File: config.mk
export PLATFORM = sky130hd
export DESIGN_NAME = ordered_list_engine_unit
export DESIGN_NICKNAME = d
export VERILOG_FILES = /design/src/rtl/core/ole_pkg.sv /design/src/rtl/core/ordered_list_engine_unit.sv /design/src/rtl/core/ole_datapath.sv /design/src/rtl/core/ole_ctrl.sv
export SDC_FILE = /design/constraint.sdc
export NUM_CORES = 2
export LEC_CHECK = 0
export BUFFER_PORTS_ARGS = -buffer_cell sky130_fd_sc_hd__buf_2
export CAP_MARGIN = 15
export CELL_PAD_IN_SITES_DETAIL_PLACEMENT = 0
export CELL_PAD_IN_SITES_GLOBAL_PLACEMENT = 2
export CORE_ASPECT_RATIO = 0.75
export CORE_MARGIN = 2
export CORE_UTILIZATION = 45
export CTS_CLUSTER_SIZE = 28
export DETAILED_ROUTE_END_ITERATION = 6
export PLACE_DENSITY_LB_ADDON = 0.1
export SLEW_MARGIN = 20
export SYNTH_ARGS = -nofsm -noshare
export SYNTH_HDL_FRONTEND = slang
export SYNTH_SLANG_ARGS = --single-unit
File: constraint.sdc
create_clock -name clock -period 16.27 [get_ports clock]
set_input_delay 0.8135 -clock clock [delete_from_list [all_inputs] [get_ports clock]]
set_output_delay 0.8135 -clock clock [all_outputs]
set_load 0.01 [all_outputs]
File: src/rtl/core/ole_pkg.sv
// Package for the ordered list engine: operation and status codes,
// the controller state type and the controller-to-datapath command struct.
// No dependencies.
package ole_pkg;

   localparam int DataWidth   = 32;
   localparam int PosWidth    = 5;
   localparam int CountWidth  = 5;
   localparam int ReqBits     = 48;
   localparam int RspBits     = 48;

   typedef enum logic [3:0] {
      OP_INS_FRONT = 4'd0,
      OP_INS_BACK  = 4'd1,
      OP_INS_POS   = 4'd2,
      OP_DEL_FRONT = 4'd3,
      OP_DEL_BACK  = 4'd4,
      OP_DEL_VALUE = 4'd5,
      OP_RD_FRONT  = 4'd6,
      OP_RD_BACK   = 4'd7,
      OP_RD_POS    = 4'd8
   } opcode_type;

   typedef enum logic [2:0] {
      ST_OK       = 3'd0,
      ST_EMPTY    = 3'd1,
      ST_FULL     = 3'd2,
      ST_BADPOS   = 3'd3,
      ST_NOTFOUND = 3'd4
   } status_type;

   typedef enum logic {
      CTL_IDLE = 1'b0,
      CTL_EXEC = 1'b1
   } ctl_state_type;

   typedef struct packed {
      logic load;    // latch the accepted item and its match vector
      logic commit;  // apply the operation and load the result register
   } ctl_cmd_type;

endpackage

File: src/rtl/core/ordered_list_engine_unit.sv
// Ordered list engine: a bounded list of signed 32-bit values kept in a
// shifting cell chain. Instantiates ole_ctrl and ole_datapath; uses ole_pkg.
//
// Usage:
//   Each item on the req_ stream carries one operation (insert front, back
//   or at a 1-based position; remove front, back or by value; read front,
//   back or at a position). Every item produces exactly one item on the
//   rsp_ stream with the value read or removed, a status code, the found
//   flag of a remove by value and the entry count after the operation.
//   Each item is handled in order: the accept cycle registers the item and a
//   compare of every cell against its value, then the execute state updates
//   the chain and loads the result register. No new item is taken until the
//   previous one has been committed to the result register.
//   While a result waits on rsp_tready the next item is still accepted;
//   it is then held before its update until the result register is free.
//   Reset empties the list; cell contents are not cleared and are only
//   ever read below the entry count.
module ordered_list_engine_unit #(
   parameter int CAPACITY = 16
) (
   input  logic                           clock,
   input  logic                           reset,
   input  logic                           req_tvalid,
   output logic                           req_tready,
   // opcode[3:0], data_value[35:4], position[40:36], zero pad[47:41]
   input  logic [ole_pkg::ReqBits-1:0]    req_tdata,
   output logic                           rsp_tvalid,
   input  logic                           rsp_tready,
   // read_value[31:0], status[34:32], found[35], entry_count[40:36], zero[47:41]
   output logic [ole_pkg::RspBits-1:0]    rsp_tdata
);
   import ole_pkg::*;

   ctl_cmd_type          cmd;
   logic signed [31:0]   read_value;
   logic [2:0]           status;
   logic                 found;
   logic [4:0]           entry_count;

   ole_ctrl u_ctrl (
      .clock      (clock),
      .reset      (reset),
      .req_tvalid (req_tvalid),
      .req_tready (req_tready),
      .rsp_tvalid (rsp_tvalid),
      .rsp_tready (rsp_tready),
      .cmd        (cmd)
   );

   ole_datapath #(
      .CAPACITY (CAPACITY)
   ) u_datapath (
      .clock         (clock),
      .reset         (reset),
      .cmd           (cmd),
      .in_opcode     (req_tdata[3:0]),
      .in_data_value (req_tdata[35:4]),
      .in_position   (req_tdata[40:36]),
      .read_value    (read_value),
      .status        (status),
      .found         (found),
      .entry_count   (entry_count)
   );

   assign rsp_tdata = {7'd0, entry_count, found, status, read_value};

endmodule

File: src/rtl/core/ole_datapath.sv
// Datapath of the ordered list engine: shifting cell chain, occupancy,
// per-cell match vector and the result register. Uses ole_pkg.
module ole_datapath #(
   parameter int CAPACITY = 16
) (
   input  logic                          clock,
   input  logic                          reset,
   input  ole_pkg::ctl_cmd_type          cmd,
   input  logic [3:0]                    in_opcode,
   input  logic signed [31:0]            in_data_value,
   input  logic [4:0]                    in_position,
   output logic signed [31:0]            read_value,
   output logic [2:0]                    status,
   output logic                          found,
   output logic [4:0]                    entry_count
);
   import ole_pkg::*;

   localparam int CW = $clog2(CAPACITY + 1);
   localparam int IW = $clog2(CAPACITY);
   localparam int ZW = (CW > PosWidth) ? CW : PosWidth;

   logic signed [DataWidth-1:0] cells_ff [CAPACITY];
   logic signed [DataWidth-1:0] cells_in [CAPACITY];
   logic [CW-1:0]               cnt_ff, cnt_in;
   logic [CAPACITY-1:0]         match_ff;
   logic [3:0]                  op_ff;
   logic signed [DataWidth-1:0] val_ff;
   logic [PosWidth-1:0]         pos_ff;

   logic signed [DataWidth-1:0] rv_ff, rv_in;
   logic [2:0]                  st_ff, st_in;
   logic                        fnd_ff, fnd_in;
   logic [CountWidth-1:0]       ec_ff;

   logic [ZW-1:0]               pos_z, cnt_z;
   logic                        full, empty;
   logic [IW-1:0]               back_idx, ins_idx, rm_idx, rd_idx, hit_idx;
   logic                        ins_en, rm_en, hit_any;
   logic [CAPACITY-1:0]         live_match;

   assign pos_z    = ZW'(pos_ff);
   assign cnt_z    = ZW'(cnt_ff);
   assign full     = (cnt_ff == CW'(CAPACITY));
   assign empty    = (cnt_ff == '0);
   assign back_idx = IW'(cnt_ff - CW'(1));

   // Remove by value: front first, then back, then the earliest middle entry.
   always_comb begin
      for (int i = 0; i < CAPACITY; i++) begin
         live_match[i] = match_ff[i] && (CW'(i) < cnt_ff);
      end
      hit_any = 1'b0;
      hit_idx = '0;
      for (int i = CAPACITY - 1; i >= 0; i--) begin
         if (live_match[i]) begin
            hit_any = 1'b1;
            hit_idx = IW'(i);
         end
      end
      if (live_match[0]) begin
         hit_idx = '0;
      end else if (live_match[back_idx]) begin
         hit_idx = back_idx;
      end
   end

   always_comb begin
      ins_en = 1'b0;
      rm_en  = 1'b0;
      ins_idx = '0;
      rm_idx  = '0;
      rd_idx  = '0;
      rv_in   = '0;
      st_in   = ST_OK;
      fnd_in  = 1'b0;
      cnt_in  = cnt_ff;
      case (op_ff)
         OP_INS_FRONT, OP_INS_BACK, OP_INS_POS: begin
            if (full) begin
               st_in = ST_FULL;
            end else if (op_ff == OP_INS_FRONT) begin
               ins_en = 1'b1;
            end else if (op_ff == OP_INS_BACK) begin
               ins_en = 1'b1;
               ins_idx = IW'(cnt_ff);
            end else if (empty || pos_z == ZW'(1)) begin
               ins_en = 1'b1;
            end else if (pos_z > cnt_z) begin
               ins_en = 1'b1;
               ins_idx = IW'(cnt_ff);
            end else if (pos_z == '0) begin
               st_in = ST_BADPOS;
            end else begin
               ins_en = 1'b1;
               ins_idx = IW'(pos_z - ZW'(1));
            end
         end
         OP_DEL_FRONT, OP_DEL_BACK, OP_DEL_VALUE,
         OP_RD_FRONT, OP_RD_BACK, OP_RD_POS: begin
            if (empty) begin
               st_in = ST_EMPTY;
            end else begin
               case (op_ff)
                  OP_DEL_FRONT: begin
                     rm_en = 1'b1;
                     rd_idx = '0;
                  end
                  OP_DEL_BACK: begin
                     rm_en = 1'b1;
                     rm_idx = back_idx;
                     rd_idx = back_idx;
                  end
                  OP_DEL_VALUE: begin
                     if (hit_any) begin
                        rm_en  = 1'b1;
                        rm_idx = hit_idx;
                        rd_idx = hit_idx;
                        fnd_in = 1'b1;
                     end else begin
                        st_in = ST_NOTFOUND;
                     end
                  end
                  OP_RD_FRONT: rd_idx = '0;
                  OP_RD_BACK:  rd_idx = back_idx;
                  default: begin
                     if (pos_z <= ZW'(1)) begin
                        rd_idx = '0;
                     end else if (pos_z >= cnt_z) begin
                        rd_idx = back_idx;
                     end else begin
                        rd_idx = IW'(pos_z - ZW'(1));
                     end
                  end
               endcase
               if (st_in == ST_OK) begin
                  rv_in = cells_ff[rd_idx];
               end
            end
         end
         default: begin
         end
      endcase
      if (ins_en) begin
         cnt_in = cnt_ff + CW'(1);
      end else if (rm_en) begin
         cnt_in = cnt_ff - CW'(1);
      end
   end

   // Shift the chain open at an insert, closed at a removal.
   always_comb begin
      for (int i = 0; i < CAPACITY; i++) begin
         cells_in[i] = cells_ff[i];
         if (ins_en) begin
            if (IW'(i) == ins_idx) begin
               cells_in[i] = val_ff;
            end else if (i > 0 && IW'(i) > ins_idx) begin
               cells_in[i] = cells_ff[(i > 0) ? i - 1 : 0];
            end
         end else if (rm_en) begin
            if (i < CAPACITY - 1 && IW'(i) >= rm_idx) begin
               cells_in[i] = cells_ff[(i < CAPACITY - 1) ? i + 1 : i];
            end
         end
      end
   end

   always_ff @(posedge clock) begin
      if (reset) begin
         cnt_ff <= '0;
      end else if (cmd.commit) begin
         cnt_ff <= cnt_in;
      end
   end

   always_ff @(posedge clock) begin
      if (cmd.load) begin
         op_ff  <= in_opcode;
         val_ff <= in_data_value;
         pos_ff <= in_position;
         for (int i = 0; i < CAPACITY; i++) begin
            match_ff[i] <= (cells_ff[i] == in_data_value);
         end
      end
      if (cmd.commit) begin
         for (int i = 0; i < CAPACITY; i++) begin
            cells_ff[i] <= cells_in[i];
         end
         rv_ff  <= rv_in;
         st_ff  <= st_in;
         fnd_ff <= fnd_in;
         ec_ff  <= CountWidth'(cnt_in);
      end
   end

   assign read_value  = rv_ff;
   assign status      = st_ff;
   assign found       = fnd_ff;
   assign entry_count = ec_ff;

endmodule

File: src/rtl/core/ole_ctrl.sv
// Controller of the ordered list engine: two-state sequencer and the
// result valid flag. Uses ole_pkg.
module ole_ctrl (
   input  logic                 clock,
   input  logic                 reset,
   input  logic                 req_tvalid,
   output logic                 req_tready,
   output logic                 rsp_tvalid,
   input  logic                 rsp_tready,
   output ole_pkg::ctl_cmd_type cmd
);
   import ole_pkg::*;

   ctl_state_type state_ff, state_in;
   logic          rsp_valid_ff, rsp_valid_in;

   always_ff @(posedge clock) begin
      if (reset) begin
         state_ff     <= CTL_IDLE;
         rsp_valid_ff <= 1'b0;
      end else begin
         state_ff     <= state_in;
         rsp_valid_ff <= rsp_valid_in;
      end
   end

   always_comb begin
      state_in     = state_ff;
      cmd.load     = 1'b0;
      cmd.commit   = 1'b0;
      req_tready   = 1'b0;
      rsp_valid_in = rsp_valid_ff && !rsp_tready;
      case (state_ff)
         CTL_IDLE: begin
            req_tready = 1'b1;
            if (req_tvalid) begin
               cmd.load = 1'b1;
               state_in = CTL_EXEC;
            end
         end
         CTL_EXEC: begin
            // hold until the result register is free
            if (!rsp_valid_ff || rsp_tready) begin
               cmd.commit   = 1'b1;
               rsp_valid_in = 1'b1;
               state_in     = CTL_IDLE;
            end
         end
         default: state_in = CTL_IDLE;
      endcase
   end

   assign rsp_tvalid = rsp_valid_ff;

endmodule
[After elaboration in Yosys (flattened, before gate mapping)]
Memories as Yosys holds them, arrays and structs flattened. A register that Yosys moved wholly into a read port is not among the register bits.
Index checks and enable logic that the tools add are counted.
W data, S select, Z words.
Word-level totals
  flip-flop bits (word level): 73
  latch bits: 0
  RAM bits: 512
  memory bits (read-only): 0
  output and inout bits: 50
  logic and storage cells: 306
  memories: 1
Cells by class
  add/subtract/negate cells: 3
  $mul: 0
  div/mod/pow operators: 0
  $lt $le $gt $ge: 50
  equal/unequal tests: 41
  shifts and indexed selects: 0
  multiplexer cells: 164
  bitwise gates (word level): 4
  reductions and logical operators: 33
Memory list
  u_datapath.cells_ff: depth 16, width 32, rd ports 17, clocked after memory_dff 1, wr ports 16, line ole_datapath.sv:23  | logic signed [DataWidth-1:0] cells_ff [CAPACITY];
Operators with widths (number)
  $mux W32: 77
  $eq A32 B32 Y1: 16
  $mux W4: 31
  $lt A4 B5 Y1 const A: 8
  $mux W1: 37
  $eq A4 B4 Y1 const A: 8
  $gt A4 B4 Y1 const A: 8
  $mux W3: 10
  $ge A4 B4 Y1 const A: 7
  $lt A3 B5 Y1 const A: 4
  $logic_and A1 B1 Y1: 17
  $eq A3 B4 Y1 const A: 4
  $eq A4 B3 Y1 const B: 4
  $ge A3 B4 Y1 const A: 4
  $gt A3 B4 Y1 const A: 4
  $pmux W4 S3: 1
  $logic_not A5 Y1: 2
  $lt A1 B5 Y1 const A: 2
  $lt A2 B5 Y1 const A: 2
  $mux W5: 2
  $reduce_or A3 Y1: 3
  $eq A2 B4 Y1 const A: 2
  $eq A4 B2 Y1 const B: 2
  $ge A1 B4 Y1 const A: 2
  27 further kinds: 38

[Longest topological paths before layout]
  depth after elaboration: 27
  depth in mapped cells: 20
  depth with buffers taken out: 12

[Hierarchy]
A second synthesis with hierarchy kept.
Unflattened totals
  cells, all modules: 3917
  area, all modules: 40871.7 um2
Modules (own cells, without submodules)
  ole_datapath: times used 1, cells an instance 3899, area an instance 40720.3 um2
  ole_ctrl: times used 1, cells an instance 9, area an instance 87.6 um2
  ordered_list_engine_unit: times used 1, cells an instance 9, area an instance 63.8 um2

[Worst setup path after synthesis]
Ideal clock, no wire load.
  path kind: reg-to-reg
  from: register u_datapath.cnt_ff[0] (netlist name)
  to: memory u_datapath.cells_ff[0][0], enable pin
  arrival: 6.852 ns
  setup slack: 8.905 ns
  stages on the path, launching flop included: 17
  buffers on the path: 5
  clock period less this slack: 7.365 ns
  cell sequence: dfxtp_1 -> buf_2 -> buf_2 -> clkinv_1 -> ha_1 -> buf_2 -> clkbuf_1 -> nor3b_1 -> o41ai_1 -> o2bb2ai_1 -> or2_1 -> buf_2 -> a21oi_1 -> nor2_1 -> o21bai_1 -> nand2_1 -> nor4b_1
RTL lines (line)
  end, declared: ole_datapath.sv:23

[Worst setup path in the final report]
  from: register u_datapath.cnt_ff[1]
  to: register u_datapath.rv_ff[11] (netlist: u_datapath.read_value[11]), data pin
Between the ends
  longest elaborated chain between the ends: 25
  elaborated cells between the ends (all ways): 83
  those cells by class: add/sub (1); order compare (17); mux (45); bitwise (1); reduce/logical (19)
Ends and longest elaborated chain
  start, declared: line ole_datapath.sv:25  | logic [CW-1:0] cnt_ff, cnt_in;
  start signal, assigned: line ole_datapath.sv:173  | cnt_ff <= cnt_in;
  $lt A4 B5 Y1: line ole_datapath.sv:51  | live_match[i] = match_ff[i] && (CW'(i) < cnt_ff);
  $logic_and A1 B1 Y1: line ole_datapath.sv:51
  $mux W1 (16 in a row): line ole_datapath.sv:56  | if (live_match[i]) begin
  $mux W3: line ole_datapath.sv:115  | if (hit_any) begin
  $mux W3: line ole_datapath.sv:104  | case (op_ff)
  $mux W3: line ole_datapath.sv:101  | if (empty) begin
  $mux W3: line ole_datapath.sv:78  | case (op_ff)
  $logic_not A3 Y1: line ole_datapath.sv:136  | if (st_in == ST_OK) begin
  $not A1 Y1 (no line)
  $reduce_or A3 Y1 (no line)
  end signal, assigned: line ole_datapath.sv:190  | rv_ff <= rv_in;
  end, declared: line ole_datapath.sv:31  | logic signed [DataWidth-1:0] rv_ff, rv_in;
Parallel ways exist; a longest one is shown, timed or not. The select of a mux whose other input is x is not followed.
A chain may end at the register's enable or synchronous reset.

==> reports/metrics.cfg <==
[synth]
synthTopCellsByCount = nand2_1, edfxtp_1, mux2i_1
netlist_instances = 4172
ys_warn_count = 0
synth_edf_count = 610
yosysTopAreaCellShare_pct = 44.2
synth_area_per_cell_sq_um = 9.92
yosysTopAreaCell = edfxtp_1
synth-seq-cells = 617
netlist_area_sq_um = 41400
yosysSeqAreaShare_pct = 44.6
synthFlopType = edfxtp_1
ys_types = 87
synth_most_common_cell = nand2_1
async_flop_share_pct = 0
synthTopCellsByArea = edfxtp_1, mux2i_1, xor2_1

[cts]
postCtsSetupBuffers = 0
cts_tree = done
cts_sinks = 617
cts.clk_slew.worst_paths_ps = 70
htreeDepth = 3
numCtsBuffers = 73
cts_hold_buf = 0
clk_latency_ps = 650
ctsRootBufferMaster = clkbuf_16
cts_resized = 0
clockBufferDepth = 3

[routing]
viasPerCell = 6.49
finalWirelength_um = 176000
drc = 0
ant_nets = 0
first_iter_violations = 5303
wl_per_cell_um = 33.1
num_vias = 34400
first_pass_iters = 6

[global_routing]
grt_max_degree = 233
grt_pass1_vias = 31300
antenna_found_initial = 10
grtUsageTotal_pct = 36.3
grt_pass1_wl_um = 245000
grt_overflow = 0

[sta]
finalHoldViolCount = 0
setup_tns_ps = 0
finalMaxSlewViolations = 0
relSlewSlack_pct = 16.6
fin_worst_skew_ps = 31.3
tightest_slew_ps = 1240
period_share_pct = 47.9
setup_viol_count_final = 0
fmaxAchievable_mhz = 128
period_needed_ps = 7800
grt_setup_unrepaired = no

[flow_run]
drv_cap = 0

[setup_path]
cp-end-kind = flop
worst_setup_path_start_kind = flop
crit_type = flop to flop
critPathArrivalTime_ps = 8120
rr_worst_depth = 17
path_max_fanout = 34
cp.required_ps = 16590

[die]
start_util_pct = 45.4
ios = 102
fp.dieArea_sq_um = 94500
die_y_um = 267
std_cell_rows = 96
chipWidth_um = 354
coreArea_sq_um = 91300

[place]
gp_routability_congestion = 0.947
hpwl_um = 125000
dp.cells = 5173
place_area_sq_um = 42500
io_buffers = 87

[cells_and_area]
final_util_pct = 49.1
final_layout_size_suffix_gt1_share_pct = 8.65
stdcell_count = 5306
area_delta_synth_final_pct = 8.18
final_nets = 4085
stdcell_area_sq_um = 44800

[min_path]
min_path_cells = 1
min_path_type = input port to flop

[power_and_ir_drop]
cellPowerDensity_nw_per_um2 = 100
total_leakage_power_nw = 17.7
vdd_ir_drop_max_uv = 105

[run_status]
outcome = complete, no violations

-- cell type report --
| class | count | area (sq um) |
|---|---|---|
| fill | 8670 | 46500 |
| multi-input combinational | 3164 | 21600 |
| sequential | 617 | 18500 |
| clock buffer | 94 | 2010 |
| tap | 1225 | 1530 |
| timing repair buffer | 149 | 926 |
| clock inverter | 37 | 220 |
| inverter | 18 | 67.6 |
| antenna | 2 | 5.00 |
-- routing by layer --
layer	share of wire (%)	global-route usage (%)	vias to the layer above	wire length, um
met2	42	51.5	1906	73000
met5	0.024	0	-	42
li1	-	-	14900	-
met4	2.4	8.03	8	4170
met1	44	53.9	17400	77700
met3	12	10.7	211	20700
-- cell families after synthesis --
| kind of cell | after synthesis | synth area share [%] |
|---|---|---|
| and+or+nand+nor | 1206 | 13.3 |
| AOI/OAI and AO/OA | 804 | 11.7 |
| DFF | 617 | 44.6 |
| muxes | 615 | 15.0 |
| xor gates and xnor gates | 522 | 11.1 |
| buffers and inverters | 397 | 4.13 |
| adders and majority gates | 10 | 0.302 |
| other | 1 | 0.00906 |
-- where the power goes --
part	switching [mW]	leakage, nW	internal, mW
registers	0.0946	5.66	1.83
logic	0.666	10.9	0.263
clock network	0.739	1.09	0.890
-- stage by stage --
stage / hold WS (ps) / setup WS (ps) / total power, mW
floorplan: 494 / 8900 / 2.48
global placement: 499 / 8810 / 2.84
detailed placement: 504 / 8780 / 2.85
CTS: 324 / 8720 / 4.45
global route: 336 / 8240 / 4.58
finish: 351 / 8470 / 4.48
-- cells in the final DEF, fill, tap and decap left out, types with 57 or more instances in the layout --
cell / n
nor4_1: 125
nand4_1: 66
buf_4: 60
buf_2: 87
edfxtp_1: 610
a21oi_1: 57
o21ai_0: 525
nand2_1: 700
xor2_1: 512
mux2i_1: 581
clkbuf_16: 78
nand3_1: 140
-- sequential cells by signal (all words and copies together) (netlist names) --
register                cells
u_datapath.cells_ff       512
u_datapath.read_value      32
u_datapath.val_ff          32
u_datapath.match_ff        16
u_datapath.cnt_ff           5
u_datapath.entry_count      5
u_datapath.pos_ff           5
u_datapath.op_ff            4
u_datapath.status           3
u_ctrl.rsp_tvalid           1
u_ctrl.state_ff             1
u_datapath.found            1
-- critical path, cell delays in order (launching register included) --
cell and delay (ps):
dfxtp_1 880, inv_1 340, ha_1 440, xnor2_1 520
nand2_1 90, and3_1 190, a311oi_1 500, or2_1 330
o31ai_4 90, buf_4 250, nor2_4 110, buf_4 520
buf_4 690, buf_4 720, nor2_4 150, buf_4 320
a32o_1 340, o22ai_1 770
-- worst paths after layout --
path / startpoint / end / slack, ps
max reg2reg: u_datapath.cnt_ff[1] / u_datapath.read_value[11] / 8470
min: req_tdata[38] / u_datapath.pos_ff[2] / 350
min reg2reg: u_ctrl.rsp_tvalid / u_ctrl.rsp_tvalid / 510
max: u_datapath.cnt_ff[1] / u_datapath.read_value[11] / 8470
Power figures use the tool's default switching activity.
